<file path="src/hdl/tkt_pkg.sv">
// ----------------------------------------------------------------------------
// tkt_pkg: shared types and constants for the top-k threshold tracker
// Capacity of the cell chain, field widths, and the structs that link cells.
// ----------------------------------------------------------------------------
`default_nettype none

package tkt_pkg;

  localparam int K_MAX   = 16;
  localparam int VAL_W   = 32;
  localparam int KCFG_W  = 5;
  localparam int IDX_W   = (K_MAX > 1) ? $clog2(K_MAX) : 1;

  // Data handed from one cell to the next one down the chain.
  typedef struct packed {
    logic             take;
    logic             valid;
    logic [VAL_W-1:0] value;
  } link_t;

  // Command broadcast to every cell for the current cycle.
  typedef struct packed {
    logic insert;
    logic clear;
    logic cfg;
  } cmd_t;

  // Next contents of a cell, used to form the result.
  typedef struct packed {
    logic             valid;
    logic [VAL_W-1:0] value;
  } entry_t;

endpackage

`default_nettype wire

</file>
<file path="src/hdl/tkt_cell.sv">
// ----------------------------------------------------------------------------
// tkt_cell: one slot of the sorted insertion chain
// Holds one kept value; takes the new value, its upper neighbor's value, or
// keeps its own, so the chain stays sorted from high to low.
// ----------------------------------------------------------------------------
`default_nettype none

module tkt_cell
  import tkt_pkg::*;
(
  input  wire logic             clk_i,
  input  wire logic             rst_ni,
  input  wire cmd_t             cmd_i,
  input  wire logic             active_i,
  input  wire logic [VAL_W-1:0] value_i,
  input  wire link_t            prev_i,
  output link_t                 link_o,
  output entry_t                next_o
);

  logic             valid_q, valid_d;
  logic [VAL_W-1:0] value_q, value_d;
  logic             take;

  // The new value belongs here when this slot is in use by k and holds
  // nothing that is at least as large.
  assign take = active_i && !(valid_q && (value_q >= value_i));

  always_comb begin
    valid_d = valid_q;
    value_d = value_q;
    if (cmd_i.clear) begin
      valid_d = 1'b0;
    end else if (cmd_i.cfg) begin
      valid_d = valid_q && active_i;
    end else if (cmd_i.insert) begin
      if (!active_i) begin
        valid_d = 1'b0;
      end else if (prev_i.take) begin
        valid_d = prev_i.valid;
        value_d = prev_i.value;
      end else if (take) begin
        valid_d = 1'b1;
        value_d = value_i;
      end
    end
  end

  always_ff @(posedge clk_i or negedge rst_ni) begin
    if (!rst_ni) begin
      valid_q <= 1'b0;
    end else begin
      valid_q <= valid_d;
    end
  end

  always_ff @(posedge clk_i) begin
    value_q <= value_d;
  end

  assign link_o = '{take: take, valid: valid_q, value: value_q};
  assign next_o = '{valid: valid_d, value: value_d};

endmodule

`default_nettype wire

</file>
<file path="src/hdl/top_k_threshold_tracker.sv">
// ----------------------------------------------------------------------------
// top_k_threshold_tracker: keeps the k largest values seen since the last clear
// The result of an item is registered at its transfer and presented in the cycle after it.
// Throughput: one item per cycle; every cell compares and shifts in parallel,
// and the single output register holds back input only while it is stalled.
// A configuration write that is offered also holds back input for that cycle.
// Reset: asynchronous, active low; all cells empty, k_in_use reads 16.
// ----------------------------------------------------------------------------
`default_nettype none

module top_k_threshold_tracker
  import tkt_pkg::*;
(
  input  wire logic              clk_i,
  input  wire logic              rst_ni,
  // Configuration write channel: k_in_use.
  input  wire logic              cfg_valid_i,
  output logic                   cfg_ready_o,
  input  wire logic [KCFG_W-1:0] cfg_data_i,
  // Input stream.
  input  wire logic              s_axis_tvalid,
  output logic                   s_axis_tready,
  input  wire logic [31:0]       s_axis_tdata,   // [31:0] value
  input  wire logic [0:0]        s_axis_tuser,   // [0] op (1 = clear)
  // Result stream.
  output logic                   m_axis_tvalid,
  input  wire logic              m_axis_tready,
  output logic [31:0]            m_axis_tdata,   // [31:0] threshold
  output logic [0:0]             m_axis_tuser    // [0] full_res
);

  // The raw register value is kept; the effective k clamps it to 1..K_MAX.
  logic [KCFG_W-1:0] k_q, k_d;
  logic [KCFG_W-1:0] k_raw, k_eff;
  logic [IDX_W-1:0]  k_sel;

  logic              s_xfer, cfg_xfer;
  cmd_t              cmd;

  link_t             link [K_MAX+1];
  entry_t            nxt  [K_MAX];
  logic [K_MAX-1:0]  cell_valid;

  logic              m_valid_q;
  logic [VAL_W-1:0]  m_thr_q, m_thr_d;
  logic              m_full_q, m_full_d;

  assign cfg_ready_o   = 1'b1;
  assign cfg_xfer      = cfg_valid_i && cfg_ready_o;
  // The cells apply either a configuration write or an item at a time, not both, so
  // an offered write takes the cycle and the input waits.
  assign s_axis_tready = (!m_valid_q || m_axis_tready) && !cfg_valid_i;
  assign s_xfer        = s_axis_tvalid && s_axis_tready;

  assign k_d   = cfg_xfer ? cfg_data_i : k_q;
  // A write changes the active span of the chain in the same cycle, so the
  // cells drop anything beyond the new k right away.
  assign k_raw = k_d;

  always_comb begin
    priority if (k_raw == '0) begin
      k_eff = KCFG_W'(1);
    end else if (k_raw > KCFG_W'(K_MAX)) begin
      k_eff = KCFG_W'(K_MAX);
    end else begin
      k_eff = k_raw;
    end
  end

  assign k_sel = IDX_W'(k_eff - KCFG_W'(1));

  assign cmd.insert = s_xfer && !s_axis_tuser[0];
  assign cmd.clear  = s_xfer &&  s_axis_tuser[0];
  assign cmd.cfg    = cfg_xfer;

  // Nothing moves into the head of the chain from above.
  assign link[0] = '{take: 1'b0, valid: 1'b0, value: '0};

  for (genvar i = 0; i < K_MAX; i++) begin : g_cell
    logic active;
    assign active = (KCFG_W'(i) < k_eff);

    tkt_cell u_cell (
      .clk_i   (clk_i),
      .rst_ni  (rst_ni),
      .cmd_i   (cmd),
      .active_i(active),
      .value_i (s_axis_tdata),
      .prev_i  (link[i]),
      .link_o  (link[i+1]),
      .next_o  (nxt[i])
    );

    assign cell_valid[i] = link[i+1].valid;
  end

  // The list is full exactly when the k-th cell will hold a value, because
  // valid cells always form an unbroken run from the head.
  assign m_full_d = nxt[k_sel].valid;
  assign m_thr_d  = m_full_d ? nxt[k_sel].value : '0;

  always_ff @(posedge clk_i or negedge rst_ni) begin
    if (!rst_ni) begin
      k_q       <= KCFG_W'(K_MAX);
      m_valid_q <= 1'b0;
    end else begin
      k_q <= k_d;
      if (s_xfer) begin
        m_valid_q <= 1'b1;
      end else if (m_axis_tready) begin
        m_valid_q <= 1'b0;
      end
    end
  end

  always_ff @(posedge clk_i) begin
    if (s_xfer) begin
      m_thr_q  <= m_thr_d;
      m_full_q <= m_full_d;
    end
  end

  assign m_axis_tvalid   = m_valid_q;
  assign m_axis_tdata    = m_thr_q;
  assign m_axis_tuser[0] = m_full_q;

  // A result that is not full always carries a zero threshold.
  a_thr_zero : assert property (@(posedge clk_i) disable iff (!rst_ni)
    (m_axis_tvalid && !m_axis_tuser[0]) |-> (m_axis_tdata == '0))
    else $error("threshold not zero while list is not full");

  // A clear is answered by an empty, not-full result in the next cycle.
  a_clear_result : assert property (@(posedge clk_i) disable iff (!rst_ni)
    (s_axis_tvalid && s_axis_tready && s_axis_tuser[0])
      |=> (m_axis_tvalid && !m_axis_tuser[0]))
    else $error("clear did not give an empty result");

  // Valid cells form a run starting at the head of the chain.
  a_valid_run : assert property (@(posedge clk_i) disable iff (!rst_ni)
    ((cell_valid & ~{cell_valid[K_MAX-1:0] << 1 | K_MAX'(1)}) == '0))
    else $error("gap in the run of valid cells");

endmodule

`default_nettype wire

</file>
<file path="config.mk">
export PLATFORM = sky130hd
export DESIGN_NAME = top_k_threshold_tracker
export DESIGN_NICKNAME = d
export VERILOG_FILES = /design/src/hdl/tkt_pkg.sv /design/src/hdl/tkt_cell.sv /design/src/hdl/top_k_threshold_tracker.sv
export SDC_FILE = /design/constraint.sdc
export NUM_CORES = 2
export LEC_CHECK = 0
export ABC_AREA = 1
export BUFFER_PORTS_ARGS = -buffer_cell sky130_fd_sc_hd__buf_2
export CAP_MARGIN = 20
export CORE_MARGIN = 2
export CORE_UTILIZATION = 45
export CTS_CLUSTER_SIZE = 24
export DETAILED_ROUTE_END_ITERATION = 10
export GPL_TIMING_DRIVEN = 1
export RECOVER_POWER = 25
export SYNTH_ARGS = -nofsm -noshare
export SYNTH_HDL_FRONTEND = slang
export SYNTH_SLANG_ARGS = --single-unit
</file>
<file path="constraint.sdc">
create_clock -name clk_i -period 6.28 [get_ports clk_i]
set_clock_uncertainty 0.15 [all_clocks]
set_input_delay 0.628 -clock clk_i [delete_from_list [all_inputs] [get_ports clk_i]]
set_output_delay 0.628 -clock clk_i [all_outputs]
set_load 0.005 [all_outputs]
</file>
== Word level (Yosys, flattened, before mapping) ==
Index checks and enable logic that the tools add are counted.

* Bits in writable memories: 0
* Output and inout port bits: 36
* Register bits: 567
* Word-level logic and storage cells: 344
* Bits of input ports: 43
* Memories kept: 0
* Bits in read-only memories: 0
* Latch bits: 0

* Multiplexer cells: 198
* Add/subtract/negate cells: 1
* Shifts and indexed selects: 0
* Bitwise gates (word level): 1
* Divide/modulo/power cells: 0
* Reduce and logical (&&, ||, !) cells: 74
* $lt $le $gt $ge: 34
* Multipliers: 0
* Equal/unequal tests: 0

{| class="wikitable"
|+ Operators by type and width
! cell !! number
|-
| $mux W32 || 95
|-
| $ge A32 B32 Y1 || 16
|-
| $bmux W33 S4 || 1
|-
| $mux W1 || 97
|-
| $mux W33 || 2
|-
| $logic_and A1 B1 Y1 || 52
|-
| $lt A4 B5 Y1 const A || 8
|-
| $lt A3 B5 Y1 const A || 4
|-
| $logic_not A1 Y1 || 19
|-
| $mux W5 || 3
|-
| $lt A1 B5 Y1 const A || 2
|-
| $lt A2 B5 Y1 const A || 2
|-
| $ge A5 B5 Y1 const B || 1
|-
| $gt A5 B5 Y1 const B || 1
|-
| $logic_not A5 Y1 || 1
|-
| $not A4 Y5 || 1
|-
| $sub A4 B1 Y4 const B || 1
|-
| $reduce_bool A2 Y1 || 1
|-
| $logic_or A1 B1 Y1 || 1
|}

== Depth between registers and ports, before layout ==
* Word-level depth: 15
* Gate-level depth with buffers: 25
* Gate-level depth less buffers: 24

== By module ==
A second synthesis with hierarchy kept.

* Cell total of the unflattened synthesis: 8,931
* Area total of the unflattened synthesis: 55,418.2 um^2

{| class="wikitable"
|+ By module, submodules not included
! module !! area an instance (um^2) !! seq. area each (um^2) !! cells each !! instances
|-
| tkt_cell || 2,999.1 || 665.6 || 466 || 16
|-
| top_k_threshold_tracker || 7,432.1 || 1,142.3 || 1,475 || 1
|}

== Worst setup path before layout ==
Ideal clock, no wire load.

* Kind: input to register
* Start: input cfg_valid_i
* End: register m_thr_q[3] (netlist: m_axis_tdata[3]) (data pin)
* Cell stages on the path: 16
* Arrival time: 3.500 ns
* Buffers on the path: 3
* Slack: 2.490 ns
* Setup time: 0.140 ns
* Required time: 5.990 ns
* Path through: buf_4 -> nor3_4 -> nand2_2 -> buf_2 -> nor2_2 -> nand2_1 -> inv_1 -> buf_2 -> o21ai_0 -> inv_1 -> nand2_1 -> nand3_1 -> nand3_1 -> nand2_1 -> nand3_1 -> a21oi_2

* Elaborated cells on any way between the ends: 253
* Classes of those cells: add/sub (1); order compare (17); mux (196); bitwise (1); reduce/logical (38)

{| class="wikitable"
|+ RTL lines
! what !! RTL line !! text
|-
| from (decl) || top_k_threshold_tracker.sv:17 || <nowiki>input wire logic cfg_valid_i,</nowiki>
|-
| $logic_not A1 Y1 (*) || top_k_threshold_tracker.sv:52 || <nowiki>assign s_axis_tready = (!m_valid_q || m_axis_tready) && !cfg_valid_i;</nowiki>
|-
| $logic_and A1 B1 Y1 (*) || top_k_threshold_tracker.sv:52 ||
|-
| $logic_and A1 B1 Y1 (*) || top_k_threshold_tracker.sv:53 || <nowiki>assign s_xfer = s_axis_tvalid && s_axis_tready;</nowiki>
|-
| net s_xfer || top_k_threshold_tracker.sv:37 || <nowiki>logic s_xfer, cfg_xfer;</nowiki>
|-
| $logic_and A1 B1 Y1 || top_k_threshold_tracker.sv:72 || <nowiki>assign cmd.insert = s_xfer && !s_axis_tuser[0];</nowiki>
|-
| $mux W32 or $mux W1 (tied branches) || tkt_cell.sv:36 || <nowiki>end else if (cmd_i.insert) begin</nowiki>
|-
| $mux W32 or $mux W1 (tied branches) || tkt_cell.sv:34 || <nowiki>end else if (cmd_i.cfg) begin</nowiki>
|-
| $mux W32 or $mux W1 (tied branches) || tkt_cell.sv:32 || <nowiki>if (cmd_i.clear) begin</nowiki>
|-
| $bmux W33 S4 (*) || top_k_threshold_tracker.sv:99, top_k_threshold_tracker.sv:100 ||
|-
| $mux W33 (not written as such) (*) (2 in a row) || top_k_threshold_tracker.sv:100 || <nowiki>assign m_thr_d = m_full_d ? nxt[k_sel].value : '0;</nowiki>
|-
| to (signal assigned) || top_k_threshold_tracker.sv:118 || <nowiki>m_thr_q <= m_thr_d;</nowiki>
|-
| to (decl) || top_k_threshold_tracker.sv:45 || <nowiki>logic [VAL_W-1:0] m_thr_q, m_thr_d;</nowiki>
|}

The timed path passes the listed nets; every way through them passes the cells marked *. The select of a mux whose other input is x is not followed.
A chain may end at the register's enable or synchronous reset.

== Worst setup path after layout ==
* Start: input cfg_valid_i
* End: register m_thr_q[1] (netlist: m_axis_tdata[1]) (data pin)

* Longest elaborated chain between the ends: 15
* Elaborated cells on any way between the ends: 253
* Classes of those cells: add/sub (1); order compare (17); mux (196); bitwise (1); reduce/logical (38)

{| class="wikitable"
|+ RTL lines
! what !! RTL line !! text
|-
| $mux W5 (*) || top_k_threshold_tracker.sv:55 || <nowiki>assign k_d = cfg_xfer ? cfg_data_i : k_q;</nowiki>
|-
| net k_d[2] || top_k_threshold_tracker.sv:33 || <nowiki>logic [KCFG_W-1:0] k_q, k_d;</nowiki>
|-
| $gt A5 B5 Y1 || top_k_threshold_tracker.sv:63 || <nowiki>end else if (k_raw > KCFG_W'(K_MAX)) begin</nowiki>
|-
| $mux W5 || top_k_threshold_tracker.sv:63 ||
|-
| $mux W5 (*) || top_k_threshold_tracker.sv:61 || <nowiki>priority if (k_raw == '0) begin</nowiki>
|-
| $lt A4 B5 Y1, or another cell as far along || top_k_threshold_tracker.sv:81 || <nowiki>assign active = (KCFG_W'(i) < k_eff);</nowiki>
|-
| $logic_and A1 B1 Y1 || tkt_cell.sv:27 || <nowiki>assign take = active_i && !(valid_q && (value_q >= value_i));</nowiki>
|-
| $mux W32 or $mux W1 (tied branches) || tkt_cell.sv:42 || <nowiki>end else if (take) begin</nowiki>
|-
| $mux W32 or $mux W1 (tied branches) || tkt_cell.sv:39 || <nowiki>end else if (prev_i.take) begin</nowiki>
|-
| $mux W32 or $mux W1 (tied branches) || tkt_cell.sv:37 || <nowiki>if (!active_i) begin</nowiki>
|-
| $mux W32 or $mux W1 (tied branches) || tkt_cell.sv:36 ||
|-
| $mux W32 or $mux W1 (tied branches) || tkt_cell.sv:34 ||
|-
| $mux W32 or $mux W1 (tied branches) || tkt_cell.sv:32 ||
|-
| $bmux W33 S4 (*) || top_k_threshold_tracker.sv:99, top_k_threshold_tracker.sv:100 ||
|-
| $mux W33 (not written as such) (*) (2 in a row) || top_k_threshold_tracker.sv:100 ||
|}

Marked as above.

==> reports/metrics.csv <==
stage,metric,value,unit
clock_tree,cts.sinks,567,
clock_tree,root_buffer,clkbuf_16,
global_routing,grt_pass1_wl,306,mm
logic_synthesis,async_flop_share,0.0388,
logic_synthesis,mappedNetlistArea,49600,um2
logic_synthesis,synth_edf_count,33,
setup_path,rr_endpoint,m_axis_tdata[22],
layout,final_util,0.494,
worst_hold_path,min_from,m_axis_tready,
die,std_cell_rows,121,
sta,tightest_slew,3.23,ns
logic_synthesis,ys.flop_type,dfxtp_1,
die,core,109000,um2
route,routedWlPerCell,21.1,um
setup_path,end_kind,register,
setup_path,ff2ff_setup_slack,0.95,ns
logic_synthesis,synth_common_cells,"2942 x nand2_1, 1943 x nand3_1, 878 x inv_1",
placement,pre_cts_ws,0.819,ns
sta,rsz0062_at_grt,false,
die,die-area,113000,um2
route,wirelength,204,mm
route,ant_nets,0,
layout,n_fill_cell,11545,
power,p_comb_frac,0.481,
power,pwr_density_cell,404,nW/um2
route,firstDrtPassIters,6,
layout,synthToLayoutAreaGrowth,8.70,%
placement,placed_area,51400,um2
clock_tree,clockBufferDepth,3,
setup_path,path_class,in2reg,
global_routing,grt_use_met2,0.545,
clock_tree,htree_levels,3,
setup_path,worstRegToRegCells,12,
setup_path,crit_arrival,6.00,ns
run_status,status,finished with violations,
global_routing,grtUsageTotal,0.350,
logic_synthesis,avgSynthCellArea,5.96,um2
logic_synthesis,yosysMostFrequentCell,nand2_1,
logic_synthesis,ys_seq_elements,567,
layout,drive_gt1_frac,0.0564,
logic_synthesis,synth_area_leaders,"nand2_1 22%, dfxtp_1 21%, nand3_1 20%",
global_routing,grt_overflow,0,
clock_tree,cts_resized,0,
power,p_sw,10.2,mW
global_routing,met3_usage,0.0460,
power,pwr-share-seq,0.306,
route,dr_total_vias,55806,
placement,port_buffers,77,
logic_synthesis,yosysWarnings,0,
sta,slew_violations,155,
global_routing,grt_max_degree,136,
setup_path,cp_max_fo,36,
clock_tree,postCtsHoldBufs,1,
die,start_util,0.455,
global_routing,antenna_found_initial,13,
die,die_w,336,um
route,viasPerCell,5.79,
global_routing,busiest_layer,met2,
power,power_leakage,30.0,nW
setup_path,rr_startpoint,m_axis_tvalid,
clock_tree,cts_buffers,76,
sta,post-route-period-util,0.915,
logic_synthesis,syn-instance-count,8315,
logic_synthesis,synth_cell_types,45,
global_routing,grt_pass1_vias,50302,
route,drc,0,
global_routing,use_met1,0.481,
setup_path,setup.worst_path.start_class,input port,
power,p_int,11.6,mW
sta,worst_slack,0.536,ns
sta,max_slew_margin,-1.15,
layout,finalNetCount,8714,
logic_synthesis,synth_nets,8871,
logic_synthesis,yosys.area.top_type,nand2_1,
power,clkPwrFrac,0.213,
power,ir_drop,0.267,mV
logic_synthesis,ys_seq_area_frac,0.238,
clock_tree,cts.clk_slew.worst_paths,0.06,ns
die,die_h,336,um
clock_tree,clk_latency,0.67,ns
clock_tree,cts_setup_buffers,0,
route,drtIter0Drc,5830,
die,io_pins,79,
worst_hold_path,hold_path.class,in2reg,
sta,fmax,174,MHz
sta,fin_tns_setup,0,ns
sta,min_period,5.74,ns
logic_synthesis,yosys.area.top_type_share,0.223,
placement,gp_congestion,0.933,
layout,fin_area,53900,um2
setup_path,startpoint,cfg_valid_i,
worst_hold_path,hold_depth,4,
run_status,violations,"max-capacitance violations, max-slew violations",
clock_tree,cts_tree,built,
run,drv_cap,4,
sta,holdWs,0.0626,ns
setup_path,crit_required,6.54,ns
worst_hold_path,min_to,m_axis_tvalid,
power,switching_share,0.469,
sta,setup_viol,0,
placement,dp_hpwl,143,mm
sta,hold_viol,0,
## power by group through the flow
stage / sequential [mW] / combinational (mW) / clock [mW]
2_1_floorplan: 6.10 / 7.64 / 0
3_3_place_gp: 6.67 / 10.1 / 0
3_5_place_dp: 6.66 / 10.3 / 0
4_1_cts: 6.61 / 10.3 / 4.69
5_1_grt: 6.82 / 11.9 / 4.81
6_report: 6.66 / 10.5 / 4.64
## through the flow
stage | power [mW] | std cells
2_1_floorplan | 13.7 | 8315
5_1_grt | 23.5 | 9634
3_3_place_gp | 16.7 | 9492
4_1_cts | 21.6 | 9634
6_report | 21.8 | 9635
3_5_place_dp | 16.9 | 9493
## registers in the layout, indices dropped and copies added (netlist names)
signal,flops
g_cell.u_cell.value_q,512
g_cell.u_cell.valid_q,16
k_q,5
m_axis_tuser,1
m_axis_tdata,32
m_axis_tvalid,1
## how the worst max path moves through the flow
stage | cells past startpoint | endpoint
final | 15 | m_axis_tdata[1]
after global routing | 15 | m_axis_tdata[1]
after CTS | 18 | m_axis_tdata[0]
after detailed placement | 18 | m_axis_tdata[0]
after global placement | 18 | m_axis_tdata[0]
after floorplan | 16 | m_axis_tdata[3]
## layout make-up
type                            instances  area [um2]  area share
Multi-Input combinational cell       6314       32300       0.599
Sequential cell                       567       11800       0.219
Inverter                              939        3540      0.0656
Clock buffer                          120        2360      0.0438
Timing Repair Buffer                  260        1920      0.0356
Tap cell                             1414        1770      0.0328
Clock inverter                         20         200     0.00372
Antenna cell                            1        2.50   0.0000464
## metal layers
metal,routed length [um],share of wire,up-vias
met3,18400,0.090,483
met4,9780,0.048,8
met2,88600,0.44,2684
met5,51,0.00025,-
li1,-,-,26728
met1,86700,0.43,25903
## kinds of logic after synthesis
| logic type | Yosys count | synth area share |
|---|---|---|
| AOI/OAI and AO/OA | 583 | 0.0658 |
| xor gates and xnor gates | 1 | 0.000177 |
| adders and majority gates | 513 | 0.129 |
| buffers and inverters | 1434 | 0.112 |
| DFF | 567 | 0.238 |
| other | 1 | 0.0000757 |
| and+or+nand+nor | 5216 | 0.455 |
## worst max-delay path, cell delays in order
cell and delay (ns):
buf_2 0.50, inv_1 0.32, o21ai_0 0.80, nor2_1 0.34, inv_2 0.87, nand2_1 0.90
buf_4 0.50, nand2_1 0.09, nand3_1 0.06, nand2_1 0.10, nand3_1 0.09, nand3_1 0.15
nand3_1 0.17, nand3_1 0.33, a21oi_1 0.12
## cell usage in the layout, fill, tap and decap left out, types with 79 or more instances in the layout
cell and n:
ha_1 512, inv_1 881, a21oi_1 275, nand3_1 1943
nand2_1 2925, buf_4 164, dfxtp_1 512, nor2_1 172
clkbuf_16 79, o21ai_0 196
No activity file was read; power rests on OpenSTA's default activity.
